### src/design/asps_pkg.sv
// shared types and constants of the adc supply and position smoother
`timescale 1ns / 1ps
`default_nettype none

package asps_pkg;

    // configuration register indexes
    localparam int CFG_IW = 2;
    localparam logic [CFG_IW-1:0] CFG_GATED_MODE     = 2'd0;
    localparam logic [CFG_IW-1:0] CFG_BUS_DIVISOR    = 2'd1;
    localparam logic [CFG_IW-1:0] CFG_POSITION_SCALE = 2'd2;
    localparam int CFG_DW = 16;

    // shared divider sizes
    localparam int DIV_DW = 28;
    localparam int DIV_VW = 16;
    localparam logic [DIV_DW-1:0] SUPPLY_NUM = 28'd5079040;

    localparam int POS_SHIFT = 11;
    localparam int QDEPTH    = 2;

    typedef struct packed {
        logic        gated_mode;
        logic [15:0] bus_divisor;
        logic [14:0] position_scale;
    } t_cfg;

    typedef struct packed {
        logic [11:0]        bus_raw;
        logic [11:0]        temperature_raw;
        logic [11:0]        reference_raw;
        logic signed [15:0] pos;
        logic               update;
    } t_item;

    typedef struct packed {
        logic [15:0]        supply_mv;
        logic [15:0]        bus_mv;
        logic [11:0]        temperature;
        logic signed [15:0] position;
        logic               updated;
    } t_result;

    typedef struct packed {
        logic              start;
        logic [DIV_DW-1:0] dividend;
        logic [DIV_VW-1:0] divisor;
    } t_div_req;

    typedef struct packed {
        logic              done;
        logic [DIV_DW-1:0] quot;
    } t_div_rsp;

endpackage

`default_nettype wire

### src/design/adc_supply_position_smoother_core.sv
// top level of the adc supply, bus, temperature and position smoother
//
//  channel | direction | handshake          | payload
//  --------+-----------+--------------------+-----------------------------------------
//  scan    | in        | i_valid / o_stall  | bus, position, temperature, reference, due
//  result  | out       | o_valid / i_stall  | supply_mv, bus_mv, temperature, position,
//          |           |                    | updated
//  config  | in        | i_cfg_we           | i_cfg_idx, i_cfg_data
//
//  a scan that updates goes through the supply division, the bus product, the bus
//  division and, once the filters are loaded, the position average in the back end;
//  a scan without update goes straight to the output; the shared one-bit-per-cycle
//  divider does the supply and bus divisions, the position average a reciprocal multiply
//  the front stage and a two-beat queue keep taking scans while the back end works,
//  and while a result waits on a stalled output, until they fill and o_stall rises
//  synchronous active-low reset clears the filters and the queue and sets the config to defaults
`timescale 1ns / 1ps
`default_nettype none

module adc_supply_position_smoother_core #(
    parameter int POS_AVG_LEN = 4
) (
    input  wire logic        i_clk,
    input  wire logic        i_rst_n,
    input  wire logic        i_valid,
    output logic             o_stall,
    input  wire logic [11:0] i_bus_raw,
    input  wire logic [11:0] i_position_raw,
    input  wire logic [11:0] i_temperature_raw,
    input  wire logic [11:0] i_reference_raw,
    input  wire logic        i_sample_due,
    output logic             o_valid,
    input  wire logic        i_stall,
    output logic [15:0]      o_supply_mv,
    output logic [15:0]      o_bus_mv,
    output logic [11:0]      o_temperature,
    output logic signed [15:0] o_position,
    output logic             o_updated,
    input  wire logic        i_cfg_we,
    input  wire logic [1:0]  i_cfg_idx,
    input  wire logic [15:0] i_cfg_data
);
    import asps_pkg::*;

    t_cfg    r_cfg;
    t_item   q_in_item;
    t_item   q_out_item;
    t_result result;
    logic    q_push;
    logic    q_full;
    logic    q_empty;
    logic    q_pop;

    always_ff @(posedge i_clk) begin
        if (!i_rst_n) begin
            r_cfg.gated_mode     <= 1'b0;
            r_cfg.bus_divisor    <= 16'd1;
            r_cfg.position_scale <= '0;
        end else if (i_cfg_we) begin
            case (i_cfg_idx)
                CFG_GATED_MODE:     r_cfg.gated_mode     <= i_cfg_data[0];
                CFG_BUS_DIVISOR:    r_cfg.bus_divisor    <= i_cfg_data;
                CFG_POSITION_SCALE: r_cfg.position_scale <= i_cfg_data[14:0];
                default: begin
                end
            endcase
        end
    end

    asps_front u_front (
        .i_clk             (i_clk),
        .i_rst_n           (i_rst_n),
        .i_cfg             (r_cfg),
        .i_valid           (i_valid),
        .o_stall           (o_stall),
        .i_bus_raw         (i_bus_raw),
        .i_position_raw    (i_position_raw),
        .i_temperature_raw (i_temperature_raw),
        .i_reference_raw   (i_reference_raw),
        .i_sample_due      (i_sample_due),
        .i_q_full          (q_full),
        .o_q_push          (q_push),
        .o_q_item          (q_in_item)
    );

    asps_queue u_queue (
        .i_clk   (i_clk),
        .i_rst_n (i_rst_n),
        .i_push  (q_push),
        .i_item  (q_in_item),
        .o_full  (q_full),
        .i_pop   (q_pop),
        .o_empty (q_empty),
        .o_item  (q_out_item)
    );

    asps_back #(
        .POS_AVG_LEN (POS_AVG_LEN)
    ) u_back (
        .i_clk     (i_clk),
        .i_rst_n   (i_rst_n),
        .i_cfg     (r_cfg),
        .i_q_empty (q_empty),
        .i_q_item  (q_out_item),
        .o_q_pop   (q_pop),
        .o_valid   (o_valid),
        .i_stall   (i_stall),
        .o_result  (result)
    );

    assign o_supply_mv   = result.supply_mv;
    assign o_bus_mv      = result.bus_mv;
    assign o_temperature = result.temperature;
    assign o_position    = result.position;
    assign o_updated     = result.updated;

endmodule

`default_nettype wire

### src/design/asps_front.sv
// front stage: accepts a scan, decides on the update and scales the position
`timescale 1ns / 1ps
`default_nettype none

module asps_front (
    input  wire logic            i_clk,
    input  wire logic            i_rst_n,
    input  wire asps_pkg::t_cfg  i_cfg,
    input  wire logic            i_valid,
    output logic                 o_stall,
    input  wire logic [11:0]     i_bus_raw,
    input  wire logic [11:0]     i_position_raw,
    input  wire logic [11:0]     i_temperature_raw,
    input  wire logic [11:0]     i_reference_raw,
    input  wire logic            i_sample_due,
    input  wire logic            i_q_full,
    output logic                 o_q_push,
    output asps_pkg::t_item      o_q_item
);
    import asps_pkg::*;

    logic        r_valid, n_valid;
    t_item       r_item, n_item;
    logic [26:0] pos_prod;
    logic [16:0] pos_diff;
    logic        accept;

    assign pos_prod = 27'(i_position_raw) * 27'(i_cfg.position_scale);
    assign pos_diff = 17'(pos_prod[26:POS_SHIFT]) - 17'(i_cfg.position_scale);

    assign o_stall  = r_valid && i_q_full;
    assign accept   = i_valid && !o_stall;
    assign o_q_push = r_valid && !i_q_full;
    assign o_q_item = r_item;

    always_comb begin
        n_valid = r_valid;
        n_item  = r_item;
        if (accept) begin
            n_valid                = 1'b1;
            n_item.bus_raw         = i_bus_raw;
            n_item.temperature_raw = i_temperature_raw;
            n_item.reference_raw   = i_reference_raw;
            n_item.pos             = pos_diff[15:0];
            n_item.update          = !i_cfg.gated_mode || i_sample_due;
        end else if (o_q_push) begin
            n_valid = 1'b0;
        end
    end

    always_ff @(posedge i_clk) begin
        if (!i_rst_n) begin
            r_valid <= 1'b0;
        end else begin
            r_valid <= n_valid;
        end
        r_item <= n_item;
    end

endmodule

`default_nettype wire

### src/design/asps_queue.sv
// short queue between the front stage and the back end
`timescale 1ns / 1ps
`default_nettype none

module asps_queue (
    input  wire logic            i_clk,
    input  wire logic            i_rst_n,
    input  wire logic            i_push,
    input  wire asps_pkg::t_item i_item,
    output logic                 o_full,
    input  wire logic            i_pop,
    output logic                 o_empty,
    output asps_pkg::t_item      o_item
);
    import asps_pkg::*;

    localparam int QAW = $clog2(QDEPTH);
    localparam int QCW = $clog2(QDEPTH + 1);

    t_item          r_mem [QDEPTH];
    logic [QAW-1:0] r_wr, n_wr;
    logic [QAW-1:0] r_rd, n_rd;
    logic [QCW-1:0] r_cnt, n_cnt;

    assign o_full  = (r_cnt == QCW'(QDEPTH));
    assign o_empty = (r_cnt == '0);
    assign o_item  = r_mem[r_rd];

    always_comb begin
        n_wr  = r_wr;
        n_rd  = r_rd;
        n_cnt = r_cnt;
        if (i_push) begin
            n_wr = r_wr + 1'b1;
        end
        if (i_pop) begin
            n_rd = r_rd + 1'b1;
        end
        if (i_push && !i_pop) begin
            n_cnt = r_cnt + 1'b1;
        end else if (i_pop && !i_push) begin
            n_cnt = r_cnt - 1'b1;
        end
    end

    always_ff @(posedge i_clk) begin
        if (!i_rst_n) begin
            r_wr  <= '0;
            r_rd  <= '0;
            r_cnt <= '0;
        end else begin
            r_wr  <= n_wr;
            r_rd  <= n_rd;
            r_cnt <= n_cnt;
        end
        if (i_push) begin
            r_mem[r_wr] <= i_item;
        end
    end

endmodule

`default_nettype wire

### src/design/asps_div.sv
// shared restoring divider, one quotient bit per cycle
`timescale 1ns / 1ps
`default_nettype none

module asps_div (
    input  wire logic               i_clk,
    input  wire logic               i_rst_n,
    input  wire asps_pkg::t_div_req i_req,
    output asps_pkg::t_div_rsp      o_rsp
);
    import asps_pkg::*;

    localparam int CW = $clog2(DIV_DW + 1);

    logic              r_busy, n_busy;
    logic [CW-1:0]     r_cnt, n_cnt;
    logic [DIV_VW:0]   r_rem, n_rem;
    logic [DIV_DW-1:0] r_quo, n_quo;
    logic [DIV_VW-1:0] r_dsr, n_dsr;
    logic [DIV_VW:0]   rem_sh;
    logic [DIV_VW+1:0] diff;

    assign rem_sh = {r_rem[DIV_VW-1:0], r_quo[DIV_DW-1]};
    assign diff   = {1'b0, rem_sh} - {2'b00, r_dsr};

    assign o_rsp.done = r_busy && (r_cnt == '0);
    assign o_rsp.quot = r_quo;

    always_comb begin
        n_busy = r_busy;
        n_cnt  = r_cnt;
        n_rem  = r_rem;
        n_quo  = r_quo;
        n_dsr  = r_dsr;
        if (i_req.start) begin
            n_busy = 1'b1;
            n_cnt  = CW'(DIV_DW);
            n_rem  = '0;
            n_quo  = i_req.dividend;
            n_dsr  = i_req.divisor;
        end else if (r_busy) begin
            if (r_cnt == '0) begin
                n_busy = 1'b0;
            end else begin
                n_cnt = r_cnt - 1'b1;
                if (!diff[DIV_VW+1]) begin
                    n_rem = diff[DIV_VW:0];
                    n_quo = {r_quo[DIV_DW-2:0], 1'b1};
                end else begin
                    n_rem = rem_sh;
                    n_quo = {r_quo[DIV_DW-2:0], 1'b0};
                end
            end
        end
    end

    always_ff @(posedge i_clk) begin
        if (!i_rst_n) begin
            r_busy <= 1'b0;
            r_cnt  <= '0;
        end else begin
            r_busy <= n_busy;
            r_cnt  <= n_cnt;
        end
        r_rem <= n_rem;
        r_quo <= n_quo;
        r_dsr <= n_dsr;
    end

endmodule

`default_nettype wire

### src/design/asps_back.sv
// back end: supply, bus and position arithmetic, filters and result register
`timescale 1ns / 1ps
`default_nettype none

module asps_back #(
    parameter int POS_AVG_LEN = 4
) (
    input  wire logic            i_clk,
    input  wire logic            i_rst_n,
    input  wire asps_pkg::t_cfg  i_cfg,
    input  wire logic            i_q_empty,
    input  wire asps_pkg::t_item i_q_item,
    output logic                 o_q_pop,
    output logic                 o_valid,
    input  wire logic            i_stall,
    output asps_pkg::t_result    o_result
);
    import asps_pkg::*;

    localparam int NUM_W  = 16 + $clog2(POS_AVG_LEN) + 2;
    localparam int RCP_SH = NUM_W + $clog2(POS_AVG_LEN);
    localparam int RCP_W  = NUM_W + 1;
    localparam int PRD_W  = NUM_W + RCP_W;
    localparam logic signed [NUM_W-1:0] PM1   = NUM_W'(POS_AVG_LEN - 1);
    localparam logic signed [NUM_W-1:0] PHALF = NUM_W'(POS_AVG_LEN / 2);
    // rounded-up reciprocal, exact for every NUM_W-bit magnitude
    localparam logic [RCP_W-1:0] RCP_MUL =
        RCP_W'(((64'd1 << RCP_SH) + 64'(POS_AVG_LEN) - 64'd1) / 64'(POS_AVG_LEN));

    typedef enum logic [5:0] {
        B_IDLE = 6'b000001,
        B_SUP  = 6'b000010,
        B_MUL  = 6'b000100,
        B_BUS  = 6'b001000,
        B_POS  = 6'b010000,
        B_OUT  = 6'b100000
    } t_bstate;

    function automatic logic [15:0] sat16(input logic [DIV_DW-1:0] v);
        return (v[DIV_DW-1:16] != '0) ? 16'hFFFF : v[15:0];
    endfunction

    t_bstate                 r_state, n_state;
    t_item                   r_item, n_item;
    logic [15:0]             r_supply, n_supply;
    logic [15:0]             r_bus, n_bus;
    logic [DIV_DW-1:0]       r_prod, n_prod;
    logic signed [NUM_W-1:0] r_num, n_num;
    logic                    r_num_neg, n_num_neg;
    logic signed [15:0]      r_new_pos, n_new_pos;
    logic [15:0]             r_sup_avg, n_sup_avg;
    logic [15:0]             r_bus_avg, n_bus_avg;
    logic [11:0]             r_tmp_avg, n_tmp_avg;
    logic signed [15:0]      r_pos_avg, n_pos_avg;
    logic                    r_primed, n_primed;
    logic                    r_out_valid, n_out_valid;
    t_result                 r_out, n_out;

    t_div_req                div_req;
    t_div_rsp                div_rsp;
    logic                    out_free;
    logic [NUM_W-1:0]        num_mag;
    logic [PRD_W-1:0]        pos_prod;
    logic [15:0]             pos_quot;
    logic [17:0]             sup_ema;
    logic [17:0]             bus_ema;
    logic [13:0]             tmp_ema;

    asps_div u_div (
        .i_clk   (i_clk),
        .i_rst_n (i_rst_n),
        .i_req   (div_req),
        .o_rsp   (div_rsp)
    );

    assign out_free = !r_out_valid || !i_stall;
    assign num_mag  = r_num[NUM_W-1] ? NUM_W'(-r_num) : r_num;
    assign pos_prod = PRD_W'(num_mag) * PRD_W'(RCP_MUL);
    assign pos_quot = pos_prod[RCP_SH +: 16];
    assign sup_ema  = 18'(r_sup_avg) * 18'd3 + 18'(r_supply);
    assign bus_ema  = 18'(r_bus_avg) * 18'd3 + 18'(r_bus);
    assign tmp_ema  = 14'(r_tmp_avg) * 14'd3 + 14'(r_item.temperature_raw);

    assign o_valid  = r_out_valid;
    assign o_result = r_out;

    always_comb begin
        n_state     = r_state;
        n_item      = r_item;
        n_supply    = r_supply;
        n_bus       = r_bus;
        n_prod      = r_prod;
        n_num       = r_num;
        n_num_neg   = r_num_neg;
        n_new_pos   = r_new_pos;
        n_sup_avg   = r_sup_avg;
        n_bus_avg   = r_bus_avg;
        n_tmp_avg   = r_tmp_avg;
        n_pos_avg   = r_pos_avg;
        n_primed    = r_primed;
        n_out_valid = r_out_valid;
        n_out       = r_out;
        o_q_pop     = 1'b0;
        div_req     = '{start: 1'b0, dividend: '0, divisor: '0};

        if (r_out_valid && !i_stall) begin
            n_out_valid = 1'b0;
        end

        case (r_state)
            B_IDLE: begin
                if (!i_q_empty) begin
                    o_q_pop = 1'b1;
                    n_item  = i_q_item;
                    if (i_q_item.update) begin
                        div_req.start    = 1'b1;
                        div_req.dividend = SUPPLY_NUM;
                        div_req.divisor  = DIV_VW'(i_q_item.reference_raw);
                        n_state          = B_SUP;
                    end else begin
                        n_state = B_OUT;
                    end
                end
            end
            B_SUP: begin
                if (div_rsp.done) begin
                    n_supply = sat16(div_rsp.quot);
                    n_prod   = DIV_DW'(r_item.bus_raw) * DIV_DW'(n_supply);
                    n_state  = B_MUL;
                end
            end
            B_MUL: begin
                div_req.start    = 1'b1;
                div_req.dividend = r_prod;
                div_req.divisor  = i_cfg.bus_divisor;
                n_num   = NUM_W'(r_pos_avg) * PM1 + NUM_W'(signed'(r_item.pos)) + PHALF;
                n_state = B_BUS;
            end
            B_BUS: begin
                if (div_rsp.done) begin
                    n_bus = sat16(div_rsp.quot);
                    if (r_primed) begin
                        n_num_neg = r_num[NUM_W-1];
                        n_state   = B_POS;
                    end else begin
                        n_new_pos = r_item.pos;
                        n_state   = B_OUT;
                    end
                end
            end
            B_POS: begin
                // truncation toward zero: scale the magnitude, then restore the sign
                n_new_pos = r_num_neg ? (16'd0 - pos_quot) : pos_quot;
                n_state   = B_OUT;
            end
            B_OUT: begin
                if (out_free) begin
                    if (r_item.update) begin
                        if (r_primed) begin
                            n_sup_avg = sup_ema[17:2];
                            n_bus_avg = bus_ema[17:2];
                            n_tmp_avg = tmp_ema[13:2];
                        end else begin
                            n_sup_avg = r_supply;
                            n_bus_avg = r_bus;
                            n_tmp_avg = r_item.temperature_raw;
                        end
                        n_pos_avg = r_new_pos;
                        n_primed  = 1'b1;
                    end
                    n_out_valid = 1'b1;
                    n_out       = '{supply_mv:   n_sup_avg,
                                    bus_mv:      n_bus_avg,
                                    temperature: n_tmp_avg,
                                    position:    n_pos_avg,
                                    updated:     r_item.update};
                    n_state     = B_IDLE;
                end
            end
            default: begin
                n_state = B_IDLE;
            end
        endcase
    end

    always_ff @(posedge i_clk) begin
        if (!i_rst_n) begin
            r_state     <= B_IDLE;
            r_sup_avg   <= '0;
            r_bus_avg   <= '0;
            r_tmp_avg   <= '0;
            r_pos_avg   <= '0;
            r_primed    <= 1'b0;
            r_out_valid <= 1'b0;
        end else begin
            r_state     <= n_state;
            r_sup_avg   <= n_sup_avg;
            r_bus_avg   <= n_bus_avg;
            r_tmp_avg   <= n_tmp_avg;
            r_pos_avg   <= n_pos_avg;
            r_primed    <= n_primed;
            r_out_valid <= n_out_valid;
        end
        r_item    <= n_item;
        r_supply  <= n_supply;
        r_bus     <= n_bus;
        r_prod    <= n_prod;
        r_num     <= n_num;
        r_num_neg <= n_num_neg;
        r_new_pos <= n_new_pos;
        r_out     <= n_out;
    end

    a_primed_holds: assert property (@(posedge i_clk) disable iff (!i_rst_n)
        r_primed |=> r_primed)
        else $error("filters fell back to unloaded");

    a_div_done_waiting: assert property (@(posedge i_clk) disable iff (!i_rst_n)
        div_rsp.done |-> (r_state == B_SUP || r_state == B_BUS))
        else $error("divider finished with no one waiting");

    a_pop_nonempty: assert property (@(posedge i_clk) disable iff (!i_rst_n)
        o_q_pop |-> !i_q_empty)
        else $error("pop from empty queue");

    a_commit_shows: assert property (@(posedge i_clk) disable iff (!i_rst_n)
        (r_state == B_OUT && out_free) |=> (o_valid && r_state == B_IDLE))
        else $error("committed result not presented");

endmodule

`default_nettype wire
### config.mk
export PLATFORM = sky130hd
export DESIGN_NAME = adc_supply_position_smoother_core
export DESIGN_NICKNAME = d
export VERILOG_FILES = /design/src/design/asps_pkg.sv /design/src/design/adc_supply_position_smoother_core.sv /design/src/design/asps_front.sv /design/src/design/asps_queue.sv /design/src/design/asps_div.sv /design/src/design/asps_back.sv
export SDC_FILE = /design/constraint.sdc
export NUM_CORES = 2
export LEC_CHECK = 0
export BUFFER_PORTS_ARGS = -buffer_cell sky130_fd_sc_hd__buf_2
export CAP_MARGIN = 20
export CORE_UTILIZATION = 58
export CTS_BUF_LIST = sky130_fd_sc_hd__clkbuf_16
export DETAILED_ROUTE_END_ITERATION = 10
export HOLD_SLACK_MARGIN = 0.05
export PLACE_DENSITY = 0.82
export SYNTH_ARGS = -nofsm -noshare
export SYNTH_HDL_FRONTEND = slang
export SYNTH_SLANG_ARGS = --single-unit
export TNS_END_PERCENT = 10
### constraint.sdc
create_clock -name i_clk -period 9.6 [get_ports i_clk]
set_clock_uncertainty 0.05 [all_clocks]
set_input_delay 0.48 -clock i_clk [delete_from_list [all_inputs] [get_ports i_clk]]
set_output_delay 0.48 -clock i_clk [all_outputs]
set_load 0.01 [all_outputs]
==> impl_metrics.ini <==
[outcome]
status = complete, no violations

[logic_synthesis]
netlist_area_um2 = 37220
synth.distinct_cells = 72
yosys.area.top_type = edfxtp_1
synth.most_common_cell = inv_1
yosys_warnings = 0
synthSimpleGateAreaFrac_pct = 12.85
synth_fa_ha_area_share_pct = 25.81
ys.flop_type = edfxtp_1
synth_top_family_by_area = adder cells
synth_seq_area_share_pct = 39.24
synth-compound-area-share_pct = 8.307
synth_commonest_cells = inv_1, nand2_1, edfxtp_1, fa_1, ha_1
netlist.area_leader.share_pct = 32.36
avgSynthCellArea_um2 = 10.44
synthXorXnorAreaFrac_pct = 3.248
synthCells = 3566
synth_seq_cells = 529
synth_nets = 4207
yosys-top-cells-area = edfxtp_1, fa_1, ha_1, dfxtp_1, inv_1
synth_mux_area_share_pct = 4.115
async_reset_ff_share_pct = 0
synth_edf_count = 401

[clocking]
clkLatencyLatePin_ns = 0.62
cts-root-buf = clkbuf_16
cts_num_sinks = 529
cts_resized = 0
cts-buffers-inserted = 55
cts_max_level = 2
clkTransAtPathRegs_ns = 0.06
ctsLongestPathBuffers = 3
cts_tree = done

[placement]
hpwl_mm = 55.36
portBuffers = 134
gp_congestion = 0.8812

[sta]
worstMarginPinSlew_ns = 1.057
finalSetupViolCount = 0
worst_hold_slack_ns = 0.07387
min_period_ns = 7.540
hold_viol = 0
rsz0062_at_grt = false
layout_worst_path_cycle_share_pct = 78.54
clock.fmax_mhz = 132.6
fin_tns_setup_ns = 0
drv_slew = 0
timing.slew.headroom_pct = 29.43

[setup_path]
required_ns = 9.91
endpoint_kind = flip-flop
crit_fanout = 14
cp_common_cell = fa_1
crit_slowest_cell = dfxtp_1
startpoint_type = flip-flop
crit_path_max_incr_delay_ns = 0.68
path_class = reg -> reg
arrival_ns = 7.85

[routing]
vias_per_cell = 5.558
drt_iter0_markers = 1768
drc = 0
wl_per_cell_um = 16.86
vias = 25400
dr.pass1.iters = 5
antenna_left = 0
wirelength_mm = 77.06

[global_routing]
overflow = 0
grt_pass1_wl_mm = 128.3
grt_usage_pct = 24.03
antenna_found_initial = 3
first_global_vias = 25750
grt_max_degree = 83

[finish]
final_nets = 4318
seq_area_um2 = 14610
synthToLayoutAreaGrowth_pct = 9.854
drive_above_1_share_pct = 9.162
fillers = 4734
multi_input_area_um2 = 20270

[die]
io_pins = 135
die-area_um2 = 65180
die_h_um = 255.3
rows = 92
initial_core_util_pct = 58.89
fp.dieW_um = 255.3
coreArea_um2 = 63200

[min_path]
min_path_type = in -> reg

[flow_run]
maxCapViolations = 0
-- placed cells by master, fill, tap and decap left out, types with 13 or more instances in the layout --
cell,netlist,final
xor2_1,37,37
edfxtp_1,401,401
mux2i_1,81,81
o21ai_1,49,49
clkbuf_16,0,55
fa_1,331,331
and2_1,124,123
a21o_1,35,35
a31oi_1,17,16
a21oi_1,188,187
buf_4,0,20
xnor2_1,101,101
ha_1,238,238
buf_2,6,134
dfxtp_1,128,126
nand3_1,64,64
o31ai_1,14,13
o21a_1,16,16
nor2b_1,28,26
nor2_1,194,193
inv_1,493,499
or3_1,16,16
o21ai_0,71,71
or2_2,22,22
mux2_2,61,61
dlygate4sd3_1,0,40
clkinv_1,0,13
nor3_1,30,30
a211oi_1,36,36
nand2_1,489,489
nand2b_1,20,20
-- metrics by stage --
step                      utilization [%]  setup WS, ns  cell area [um^2]  instances
after global routing                64.69         1.537             40880       4570
after detailed placement            61.10         1.952             38610       4426
after CTS                           64.69         2.087             40880       4568
after global placement              61.10         2.103             38610       4426
final                               64.69         2.060             40880       4570
after floorplan                         -         2.661             37220       3566
-- metal layers --
layer	share of wire (%)	wire length [um]	global-route usage (%)	up-vias
li1	-	-	-	12080
met4	2.1	1589	6.141	0
met1	45	34380	33.75	12460
met3	6.4	4970	3.631	111
met5	0	0	0	-
met2	47	36120	39.18	746
-- cells by family (layout without fill, tap and decap cells) --
group,Yosys count,in the layout
AO/OA/AOI/OAI,502,502
XOR/XNOR,138,138
adder cells (fa/ha/maj),569,569
buffers and inverters,636,792
flip-flops,529,529
multiplexers,145,145
other,0,2
AND/OR/NAND/NOR,1047,1047
-- worst max-delay path, delay by kind of cell, from the launching register on --
kind,cells,cell delay [ns]
and+or+nand+nor,8,0.96
DFF,1,0.68
adders and majority gates,7,3.11
xor gates and xnor gates,2,0.23
AOI/OAI and AO/OA,7,2.10
buffers and inverters,3,0.15
-- path summary, 6_finish.rpt --
path / start / endpoint / cells after the start / slack, ns
max reg2reg: r_cfg[4] / u_front.o_q_item[16] / 27 / 2.06
min: i_cfg_data[6] / r_cfg[21] / 3 / 0.07
max: r_cfg[4] / u_front.o_q_item[16] / 27 / 2.06
min reg2reg: u_front.o_q_item[49] / u_queue.r_mem[1][49] / 0 / 0.39
-- area by class of cell --
| cell class | instances | area share (%) |
|---|---|---|
| Timing Repair Buffer | 194 | 2.987 |
| Clock buffer | 55 | 3.366 |
| Multi-Input combinational cell | 2401 | 49.57 |
| Antenna cell | 2 | 0.01224 |
| Tap cell | 846 | 2.589 |
| Clock inverter | 47 | 1.194 |
| Sequential cell | 529 | 35.73 |
| Inverter | 496 | 4.557 |
-- state kept, by name, indices dropped and copies added, names as in the netlist, 19 cells and up, named ones only --
register            count
u_queue.r_mem         106
u_back.o_result        61
u_front.o_q_item       53
u_back.r_item          41
r_cfg                  32
u_back.r_prod          28
u_back.u_div.r_quo     28
u_back.r_num           19
-- repair_timing --
action,in CTS,in global routing
endpoints found under the setup margin,0,0
hold endpoints to repair,41,0
hold buffers,40,0
buffers inserted,0,0
Power is left out: the tool's default activity adds up to more than one toggle a clock period on the data nets, which glitch-free logic cannot reach.
